File: config.mk
export PLATFORM = sky130hd
export DESIGN_NAME = core_hotplug_policy
export DESIGN_NICKNAME = d
export VERILOG_FILES = /design/src/rtl/core/chp_pkg.sv /design/src/rtl/core/core_hotplug_policy.sv
export SDC_FILE = /design/constraint.sdc
export NUM_CORES = 1
export LEC_CHECK = 0
export ABC_AREA = 1
export ABC_CLOCK_PERIOD_IN_PS = 16000
export BUFFER_PORTS_ARGS = -buffer_cell sky130_fd_sc_hd__buf_2
export CAP_MARGIN = 15
export CORE_MARGIN = 2
export CORE_UTILIZATION = 40
export DETAILED_ROUTE_END_ITERATION = 8
export SYNTH_ARGS = -nofsm -noshare
export SYNTH_HDL_FRONTEND = slang
export SYNTH_SLANG_ARGS = --single-unit
File: constraint.sdc
create_clock -name clk -period 16 [get_ports clk]
set_input_delay 0 -clock clk [delete_from_list [all_inputs] [get_ports clk]]
set_output_delay 0 -clock clk [all_outputs]
set_load 0.01 [all_outputs]
File: src/rtl/core/chp_pkg.sv
package chp_pkg;

  localparam int NUM_CORES = 4;
  localparam int FRAC_BITS = 11;

  localparam int CMP_W = 17 + FRAC_BITS;

  localparam logic [3:0] CORE_MASK = 4'(((1 << NUM_CORES) - 1) & 'hE);
  localparam logic [3:0] CORE_ALL  = 4'((1 << NUM_CORES) - 1);

  localparam logic [9:0]  PERIOD_NORMAL = 10'd1000;
  localparam logic [9:0]  PERIOD_BUSY   = 10'd500;
  localparam logic [9:0]  PERIOD_RESUME = 10'd10;
  localparam logic [3:0]  BUSY_HOLD     = 4'd10;
  localparam logic [15:0] NEVER_FAIL    = 16'hFFFF;

  localparam logic [1:0] MODE_TICK    = 2'd0;
  localparam logic [1:0] MODE_TOUCH   = 2'd1;
  localparam logic [1:0] MODE_SUSPEND = 2'd2;
  localparam logic [1:0] MODE_RESUME  = 2'd3;

  localparam logic [2:0] CFG_PLUG_ENABLE    = 3'd0;
  localparam logic [2:0] CFG_ECO_MODE       = 3'd1;
  localparam logic [2:0] CFG_TOUCH_BOOST    = 3'd2;
  localparam logic [2:0] CFG_PROFILE_SEL    = 3'd3;
  localparam logic [2:0] CFG_HYSTERESIS     = 3'd4;
  localparam logic [2:0] CFG_LOAD_THRESHOLD = 3'd5;

  localparam logic [2:0] PROF_ECO     = 3'd3;
  localparam logic [2:0] PROF_DISABLE = 3'd4;

  typedef struct packed {
    logic [1:0]  mode;
    logic [3:0]  online_mask;
    logic [19:0] avg_run_queue;
    logic [15:0] queue_depth;
    logic [15:0] elapsed_ms;
    logic [15:0] core1_load;
    logic [15:0] core2_load;
    logic [15:0] core3_load;
  } req_t;

  typedef struct packed {
    logic [3:0] up_mask;
    logic [3:0] down_mask;
    logic [9:0] sample_period_ms;
    logic [2:0] target_cores;
    logic       sustained_boost;
  } res_t;

  // level thresholds per profile, entry i for level i+1
  function automatic logic [15:0] level_thr(logic [2:0] sel, logic [1:0] i);
    logic [15:0] v;
    v = 16'd0;
    case (sel)
      3'd0: begin
        case (i)
          2'd0: v = 16'd5;
          2'd1: v = 16'd7;
          default: v = 16'd9;
        endcase
      end
      3'd1: begin
        case (i)
          2'd0: v = 16'd3;
          2'd1: v = 16'd5;
          default: v = 16'd7;
        endcase
      end
      3'd2: begin
        case (i)
          2'd0: v = 16'd5;
          2'd1: v = 16'd13;
          default: v = 16'd14;
        endcase
      end
      3'd3: begin
        case (i)
          2'd0: v = 16'd3;
          default: v = NEVER_FAIL;
        endcase
      end
      default: v = 16'd0;
    endcase
    return v;
  endfunction

  function automatic logic [7:0] depth_thr(logic [2:0] idx);
    logic [7:0] v;
    case (idx)
      3'd0: v = 8'd19;
      3'd1: v = 8'd30;
      3'd2: v = 8'd19;
      3'd3: v = 8'd11;
      3'd4: v = 8'd19;
      3'd5: v = 8'd11;
      3'd6: v = 8'd0;
      default: v = 8'd11;
    endcase
    return v;
  endfunction

  function automatic logic [7:0] time_thr(logic [2:0] idx);
    logic [7:0] v;
    case (idx)
      3'd0: v = 8'd140;
      3'd1: v = 8'd0;
      3'd2: v = 8'd140;
      3'd3: v = 8'd190;
      3'd4: v = 8'd140;
      3'd5: v = 8'd190;
      3'd6: v = 8'd0;
      default: v = 8'd190;
    endcase
    return v;
  endfunction

  function automatic logic [3:0] hold_time(logic [2:0] count, logic hit);
    logic [3:0] v;
    case (count)
      3'd2: v = hit ? 4'd7 : 4'd3;
      3'd3: v = hit ? 4'd5 : 4'd2;
      3'd4: v = hit ? 4'd3 : 4'd1;
      default: v = 4'd0;
    endcase
    return v;
  endfunction

endpackage

File: src/rtl/core/core_hotplug_policy.sv
// channel   dir  handshake                    payload
// request   in   req_valid / req_ready        req (chp_pkg::req_t)
// result    out  res_valid / res_ready        res (chp_pkg::res_t)
// config    in   cfg_we (no wait)             cfg_index, cfg_data
//
// a request is registered in s1, decided combinationally, and its result registered
// in res once that register is free; one request per cycle sustained while results are taken.
// the rate is set by the single decision stage between the two registers.
// a stalled result holds the decision stage; the request side keeps taking
// requests as long as that stage is empty or moving. rst is synchronous.
module core_hotplug_policy (
  input  logic               clk,
  input  logic               rst,
  input  logic               req_valid,
  output logic               req_ready,
  input  chp_pkg::req_t      req,
  output logic               res_valid,
  input  logic               res_ready,
  output chp_pkg::res_t      res,
  input  logic               cfg_we,
  input  logic [2:0]         cfg_index,
  input  logic [15:0]        cfg_data
);

  chp_pkg::req_t s1;
  logic          s1_valid;
  logic          s1_advance;
  chp_pkg::res_t res_next;

  logic        plug_enable;
  logic        eco_mode;
  logic        touch_boost;
  logic [2:0]  profile_sel;
  logic [7:0]  hysteresis;
  logic [15:0] load_threshold;

  logic [2:0]  last_level,        last_level_next;
  logic [3:0]  busy_countdown,    busy_countdown_next;
  logic [3:0]  persist_countdown, persist_countdown_next;
  logic [9:0]  period_ms,         period_ms_next;
  logic        asleep,            asleep_next;
  logic [31:0] stable_time_ms,    stable_time_ms_next;
  logic        first_eval,        first_eval_next;

  logic [3:0]            online;
  logic [2:0]            n;
  logic [2:0]            sel;
  logic [2:0]            lvl;
  logic [2:0]            count;
  logic [3:0]            pc;
  logic [2:0]            fail;
  logic [16:0]           thr;
  logic [chp_pkg::CMP_W-1:0] avg_ext;
  logic [32:0]           sum;
  logic [31:0]           acc;
  logic [2:0]            idx;
  logic                  hit;
  logic [2:0][15:0]      loads;

  function automatic logic [3:0] bring_up(logic [3:0] on, logic [2:0] cnt);
    logic [3:0] m;
    m = 4'd0;
    for (int c = 1; c < 4; c++) begin
      if (3'(c) < cnt) m[c] = 1'b1;
    end
    return m & ~on & chp_pkg::CORE_MASK;
  endfunction

  function automatic logic [3:0] take_down(logic [3:0] on, logic [2:0] keep,
                                           logic [2:0][15:0] ld, logic [15:0] lim);
    logic [3:0] m;
    m = 4'd0;
    for (int c = 1; c < 4; c++) begin
      if (on[c] && 3'(c) > keep && ld[c-1] < lim) m[c] = 1'b1;
    end
    return m & chp_pkg::CORE_MASK;
  endfunction

  assign s1_advance = s1_valid && (!res_valid || res_ready);
  assign req_ready  = !s1_valid || s1_advance;

  always_ff @(posedge clk) begin
    if (rst) begin
      s1_valid <= 1'b0;
    end else if (req_ready) begin
      s1_valid <= req_valid;
    end
    if (req_valid && req_ready) begin
      s1 <= req;
    end
  end

  always_ff @(posedge clk) begin
    if (rst) begin
      res_valid <= 1'b0;
    end else if (s1_advance) begin
      res_valid <= 1'b1;
    end else if (res_ready) begin
      res_valid <= 1'b0;
    end
    if (s1_advance) begin
      res <= res_next;
    end
  end

  always_ff @(posedge clk) begin
    if (rst) begin
      plug_enable    <= 1'b0;
      eco_mode       <= 1'b0;
      touch_boost    <= 1'b1;
      profile_sel    <= 3'd0;
      hysteresis     <= 8'd8;
      load_threshold <= 16'd50;
    end else if (cfg_we) begin
      unique case (cfg_index)
        chp_pkg::CFG_PLUG_ENABLE:    plug_enable    <= cfg_data[0];
        chp_pkg::CFG_ECO_MODE:       eco_mode       <= cfg_data[0];
        chp_pkg::CFG_TOUCH_BOOST:    touch_boost    <= cfg_data[0];
        chp_pkg::CFG_PROFILE_SEL:    profile_sel    <= cfg_data[2:0];
        chp_pkg::CFG_HYSTERESIS:     hysteresis     <= cfg_data[7:0];
        chp_pkg::CFG_LOAD_THRESHOLD: load_threshold <= cfg_data;
        default: ;
      endcase
    end
  end

  always_ff @(posedge clk) begin
    if (rst) begin
      last_level        <= 3'd0;
      busy_countdown    <= 4'd0;
      persist_countdown <= 4'd0;
      period_ms         <= chp_pkg::PERIOD_NORMAL;
      asleep            <= 1'b0;
      stable_time_ms    <= 32'd0;
      first_eval        <= 1'b1;
    end else if (s1_advance) begin
      last_level        <= last_level_next;
      busy_countdown    <= busy_countdown_next;
      persist_countdown <= persist_countdown_next;
      period_ms         <= period_ms_next;
      asleep            <= asleep_next;
      stable_time_ms    <= stable_time_ms_next;
      first_eval        <= first_eval_next;
    end
  end

  // decision stage
  always_comb begin
    last_level_next        = last_level;
    busy_countdown_next    = busy_countdown;
    persist_countdown_next = persist_countdown;
    period_ms_next         = period_ms;
    asleep_next            = asleep;
    stable_time_ms_next    = stable_time_ms;
    first_eval_next        = first_eval;

    res_next.up_mask          = 4'd0;
    res_next.down_mask        = 4'd0;
    res_next.sample_period_ms = period_ms;
    res_next.target_cores     = 3'd0;
    res_next.sustained_boost  = 1'b0;

    online = (s1.online_mask | 4'd1) & chp_pkg::CORE_ALL;
    n = 3'd0;
    for (int i = 0; i < 4; i++) begin
      n = n + {2'd0, online[i]};
    end
    loads = {s1.core3_load, s1.core2_load, s1.core1_load};

    // level thresholds with hysteresis
    sel = eco_mode ? chp_pkg::PROF_ECO :
          (profile_sel > chp_pkg::PROF_DISABLE ? chp_pkg::PROF_DISABLE : profile_sel);
    avg_ext = chp_pkg::CMP_W'(s1.avg_run_queue);
    for (int i = 0; i < 3; i++) begin
      thr = {1'b0, chp_pkg::level_thr(sel, 2'(i))}
          + ((last_level <= 3'(i + 1)) ? {9'd0, hysteresis} : 17'd0);
      if (eco_mode) begin
        fail[i] = avg_ext > (chp_pkg::CMP_W'(thr) << (chp_pkg::FRAC_BITS - 1));
      end else begin
        fail[i] = avg_ext > (chp_pkg::CMP_W'(thr) << (chp_pkg::FRAC_BITS - 3));
      end
    end
    if (eco_mode) begin
      lvl = fail[0] ? 3'd2 : 3'd1;
    end else if (!fail[0]) begin
      lvl = 3'd1;
    end else if (!fail[1]) begin
      lvl = 3'd2;
    end else if (!fail[2]) begin
      lvl = 3'd3;
    end else begin
      lvl = 3'd4;
    end

    // sustained load
    idx = 3'((n - 3'd1) << 1);
    sum = {1'b0, stable_time_ms} + {17'd0, s1.elapsed_ms};
    if (first_eval) begin
      acc = stable_time_ms;
    end else begin
      acc = sum[32] ? 32'hFFFF_FFFF : sum[31:0];
    end

    hit   = 1'b0;
    count = lvl;
    pc    = 4'd0;

    case (s1.mode)
      chp_pkg::MODE_TOUCH: begin
        if (touch_boost && n < 3'd2) res_next.up_mask = bring_up(online, 3'd2);
      end
      chp_pkg::MODE_SUSPEND: begin
        asleep_next        = 1'b1;
        res_next.down_mask = online & chp_pkg::CORE_MASK;
      end
      chp_pkg::MODE_RESUME: begin
        persist_countdown_next    = chp_pkg::BUSY_HOLD;
        asleep_next               = 1'b0;
        res_next.up_mask          = bring_up(online,
                                      eco_mode ? 3'd2 : 3'(chp_pkg::NUM_CORES));
        res_next.sample_period_ms = chp_pkg::PERIOD_RESUME;
      end
      default: begin
        if (plug_enable) begin
          last_level_next = lvl;
          if (!eco_mode && n < 3'(chp_pkg::NUM_CORES)) begin
            first_eval_next = 1'b0;
            if (s1.queue_depth >= 16'(chp_pkg::depth_thr(idx))) begin
              hit = acc >= 32'(chp_pkg::time_thr(idx));
              stable_time_ms_next = acc;
            end else if (s1.queue_depth > 16'(chp_pkg::depth_thr(idx + 3'd1))) begin
              stable_time_ms_next = 32'd0;
            end else begin
              stable_time_ms_next = acc;
            end
            if (hit && (n == 3'd2 || n == 3'd3)) begin
              count = n + 3'd1;
              res_next.sustained_boost = 1'b1;
            end
          end

          if (count > 3'd2) begin
            if (busy_countdown == 4'd0) begin
              period_ms_next      = chp_pkg::PERIOD_BUSY;
              busy_countdown_next = chp_pkg::BUSY_HOLD;
            end
          end else if (busy_countdown > 4'd0) begin
            busy_countdown_next = busy_countdown - 4'd1;
          end else begin
            period_ms_next = chp_pkg::PERIOD_NORMAL;
          end

          if (!asleep) begin
            if (count == 3'd1) begin
              pc = (persist_countdown == 4'd0) ? 4'd0 : persist_countdown - 4'd1;
              persist_countdown_next = pc;
              if (pc == 4'd0) res_next.down_mask = take_down(online, 3'd0, loads,
                                                             load_threshold);
            end else if (count >= 3'd2 && count <= 3'd4) begin
              persist_countdown_next = chp_pkg::hold_time(count, hit);
              if (n < count) begin
                res_next.up_mask = bring_up(online, count);
              end else if (count < 3'd4) begin
                res_next.down_mask = take_down(online, count - 3'd1, loads,
                                               load_threshold);
              end
            end
          end

          res_next.target_cores     = count;
          res_next.sample_period_ms = period_ms_next;
        end
      end
    endcase
  end

endmodule

==> impl_metrics.json <==
{
  "outcome": "complete, no violations",
  "first_pass_iters": 5,
  "syn_area_sq_um": 13800,
  "drv_slew": 0,
  "maximum_number_of_pins_on_one_net_before_global_route_repair": 61,
  "synth_largest_type_area_fraction_pct": 27.3,
  "wire_per_inst_um": 14.7,
  "tritoncts_clock_tree": "yes",
  "chipHeight_um": 189,
  "critPathMostFrequentCell": "sky130_fd_sc_hd__nor2_1",
  "ys_types": 57,
  "track_usage_pct": 20.4,
  "start_util_pct": 40.8,
  "power.sequential.fraction_pct": 43.7,
  "power.static_leakage_nw": 7.90,
  "share_clk_of_total_power_pct": 40.7,
  "path_clk_slew_ns": 0.06,
  "grt_antenna_before_repair": 1,
  "clock-skew-final_ns": 0.0121,
  "synth_ff_type": "sky130_fd_sc_hd__edfxtp_1",
  "maxUsedRoutingLayer": "met4",
  "syn_inst": 1698,
  "report.power.total_mw": 1.41,
  "mostFrequentLayoutCell": "sky130_fd_sc_hd__nand2_1",
  "power.share.combinational_pct": 15.6,
  "worst_ep_arrival_ns": 6.30,
  "overflow": 0,
  "final_cell_mix": "sky130_fd_sc_hd__nand2_1, sky130_fd_sc_hd__inv_1, sky130_fd_sc_hd__ha_1",
  "io_buffers": 150,
  "wire_length_of_the_first_global_routing_pass_mm": 59.3,
  "yosysWarnings": 0,
  "worstHoldPathType": "in2reg",
  "setup_tns_ns": 0,
  "count_of_flip_flops_with_a_built_in_enable_after_synthesis": 125,
  "timing.max_slew.rel_slack_pct": 30.9,
  "place_hpwl_mm": 26.3,
  "multi_input_area_sq_um": 7280,
  "drt_first_iter_violations": 616,
  "place.gp.congestion": 0.916,
  "postPlaceCellArea_sq_um": 15000,
  "worst_slew_pin_slew_ns": 1.04,
  "worstPathMaxFanout": 15,
  "max-clock-path-buffers": 3,
  "wl_met2_mm": 18.0,
  "r2r_setup_slack_ns": 9.99,
  "wl_met1_mm": 15.6,
  "fillCellCount": 3205,
  "synthArstFlopShare_pct": 0,
  "dr_total_vias": 12152,
  "timing.fmax_ghz": 0.166,
  "synth.area.top_cells": "sky130_fd_sc_hd__edfxtp_1, sky130_fd_sc_hd__ha_1, sky130_fd_sc_hd__dfxtp_1",
  "routed_via_density": 4.93,
  "pin_count": 154,
  "hold_violations_final": 0,
  "clockRootBuffer": "sky130_fd_sc_hd__clkbuf_16",
  "vdd.ir_drop.worst_mv": 0.0751,
  "grt_pass1_vias": 12309,
  "floorplan.die_area_sq_um": 35900,
  "synth_area_leader_cell": "sky130_fd_sc_hd__edfxtp_1",
  "die_width_um": 189,
  "instances_no_fill": 2467,
  "cts.repair.resized": 0,
  "layout_worst_path_cycle_share_pct": 37.6,
  "crit_path_max_incr_delay_ns": 0.46,
  "cp_slowest_cell": "sky130_fd_sc_hd__dfxtp_1",
  "required_ns": 16.28,
  "htree_num_levels": 1,
  "setup_viol_count_final": 0,
  "core-area_sq_um": 33700,
  "synthesis.area_per_instance_sq_um": 8.10,
  "power.density_nw_per_um2": 81.6,
  "crit_path_end_kind": "flop",
  "yosysSeqAreaShare_pct": 39.9,
  "internal_power_mw": 1.03,
  "layout.cell_area.non_filler_sq_um": 17200,
  "rows": 67,
  "synthToLayoutAreaGrowth_pct": 25.3,
  "cts-buffers-inserted": 27,
  "worstSetupPathType": "reg2reg",
  "clock_sinks": 212,
  "final-seq-area_sq_um": 5500,
  "clock_insertion_delay_worst_skew_ns": 0.56,
  "drtAntennaViolNets": 0,
  "drc": 0,
  "post_route_cells_drive_above_1_share_pct": 13.0,
  "switching_power_mw": 0.379,
  "power_switching_share_pct": 27.0,
  "nNetsFinal": 2299,
  "ys_seq_elements": 212,
  "layout_min_cycle_time_ns": 6.01,
  "maxCapViolCount": 0,
  "number_of_placed_instances_taps_included": 2277,
  "postRouteWirelength_mm": 36.4,
  "worst_setup_path_start_kind": "flop",
  "rsz0062_at_grt": "false",
  "wl_met3_mm": 1.77
}
## critical path, delay by kind of cell, from the launching register on
kind                       cells  cell delay [ns]
AOI/OAI and AO/OA             10             1.94
and+or+nand+nor               16             1.42
buffers and inverters          5             0.58
adders and majority gates      4             1.32
DFF                            1             0.46
## routing by layer
layer,vias up,GRT usage (%)
li1,6312,-
met1,5517,24.0
met2,263,37.9
met3,60,3.24
met4,0,6.05
met5,-,0
## path summary, 6_finish.rpt
check,from,endpoint,cells after the start
max,eco_mode,res[17],35
min,rst,stable_time_ms[11],3
max reg2reg,eco_mode,res[17],35
min reg2reg,period_ms[6],period_ms[6],2
## registers in the layout (all words and copies together), names as in the netlist, 3 cells and up
register and flops:
profile_sel 3, online 3, stable_time_ms 32, res 20, hysteresis 8, period_ms 10, avg_ext 20, load_threshold 16
persist_countdown 4, s1 34, busy_countdown 4, loads 48, last_level 3
## power groups by stage
stage          logic [mW]  clock network, mW  registers (mW)
3_3_place_gp        0.186                  0           0.626
2_1_floorplan       0.133                  0           0.623
6_report            0.219              0.572           0.615
3_5_place_dp        0.191                  0           0.626
4_1_cts             0.218              0.582           0.615
5_1_grt             0.250              0.609           0.617
## cells in the mapped netlist, types with 4 or more instances
master	count
sky130_fd_sc_hd__nand2_4	6
sky130_fd_sc_hd__a31oi_1	6
sky130_fd_sc_hd__xor2_1	17
sky130_fd_sc_hd__nor4_1	11
sky130_fd_sc_hd__a21oi_1	148
sky130_fd_sc_hd__o211ai_1	9
sky130_fd_sc_hd__nand4_1	28
sky130_fd_sc_hd__o21a_1	4
sky130_fd_sc_hd__edfxtp_1	125
sky130_fd_sc_hd__nand3_1	106
sky130_fd_sc_hd__inv_1	211
sky130_fd_sc_hd__o21ai_0	67
sky130_fd_sc_hd__ha_1	167
sky130_fd_sc_hd__nand3b_1	8
sky130_fd_sc_hd__a21o_1	5
sky130_fd_sc_hd__fa_1	5
sky130_fd_sc_hd__nor2_1	150
sky130_fd_sc_hd__dfxtp_1	87
sky130_fd_sc_hd__or2_2	7
sky130_fd_sc_hd__inv_2	15
sky130_fd_sc_hd__o22ai_1	10
sky130_fd_sc_hd__nand2_2	17
sky130_fd_sc_hd__nand2_1	387
sky130_fd_sc_hd__o21ai_1	4
sky130_fd_sc_hd__nor3_1	18
sky130_fd_sc_hd__xnor2_1	11
sky130_fd_sc_hd__clkbuf_1	22
## cell type report
cell class | count | share of cell area [%]
Tap cell | 448 | 3.25
Antenna cell | 1 | 0.0145
Sequential cell | 212 | 31.9
Clock buffer | 35 | 4.33
Timing Repair Buffer | 294 | 12.6
Multi-Input combinational cell | 1231 | 42.3
Clock inverter | 15 | 0.530
Inverter | 231 | 5.07
## kinds of logic after synthesis
family / synth area share (%)
XOR/XNOR: 1.78
multiplexers: 0.0728
buffers and inverters: 7.19
flip-flops: 39.9
other: 0.0546
AO/OA/AOI/OAI: 10.9
AND/OR/NAND/NOR: 24.1
adder cells (fa/ha/maj): 15.9
## stage by stage
stage	util (%)	hold slack, ns	setup WS (ns)
CTS	51.1	0.0227	9.97
floorplan	-	0.0989	10.79
global route	51.1	0.0449	9.48
detailed placement	44.5	0.178	9.99
global placement	44.5	0.176	10.04
finish	51.1	0.0282	9.99
## repair_timing
action,CTS,global route
hold buffers,139,0
setup buffers,0,0
endpoints found under the hold margin,137,0
setup endpoints to repair,0,0
No activity file was read; power rests on OpenSTA's default activity.
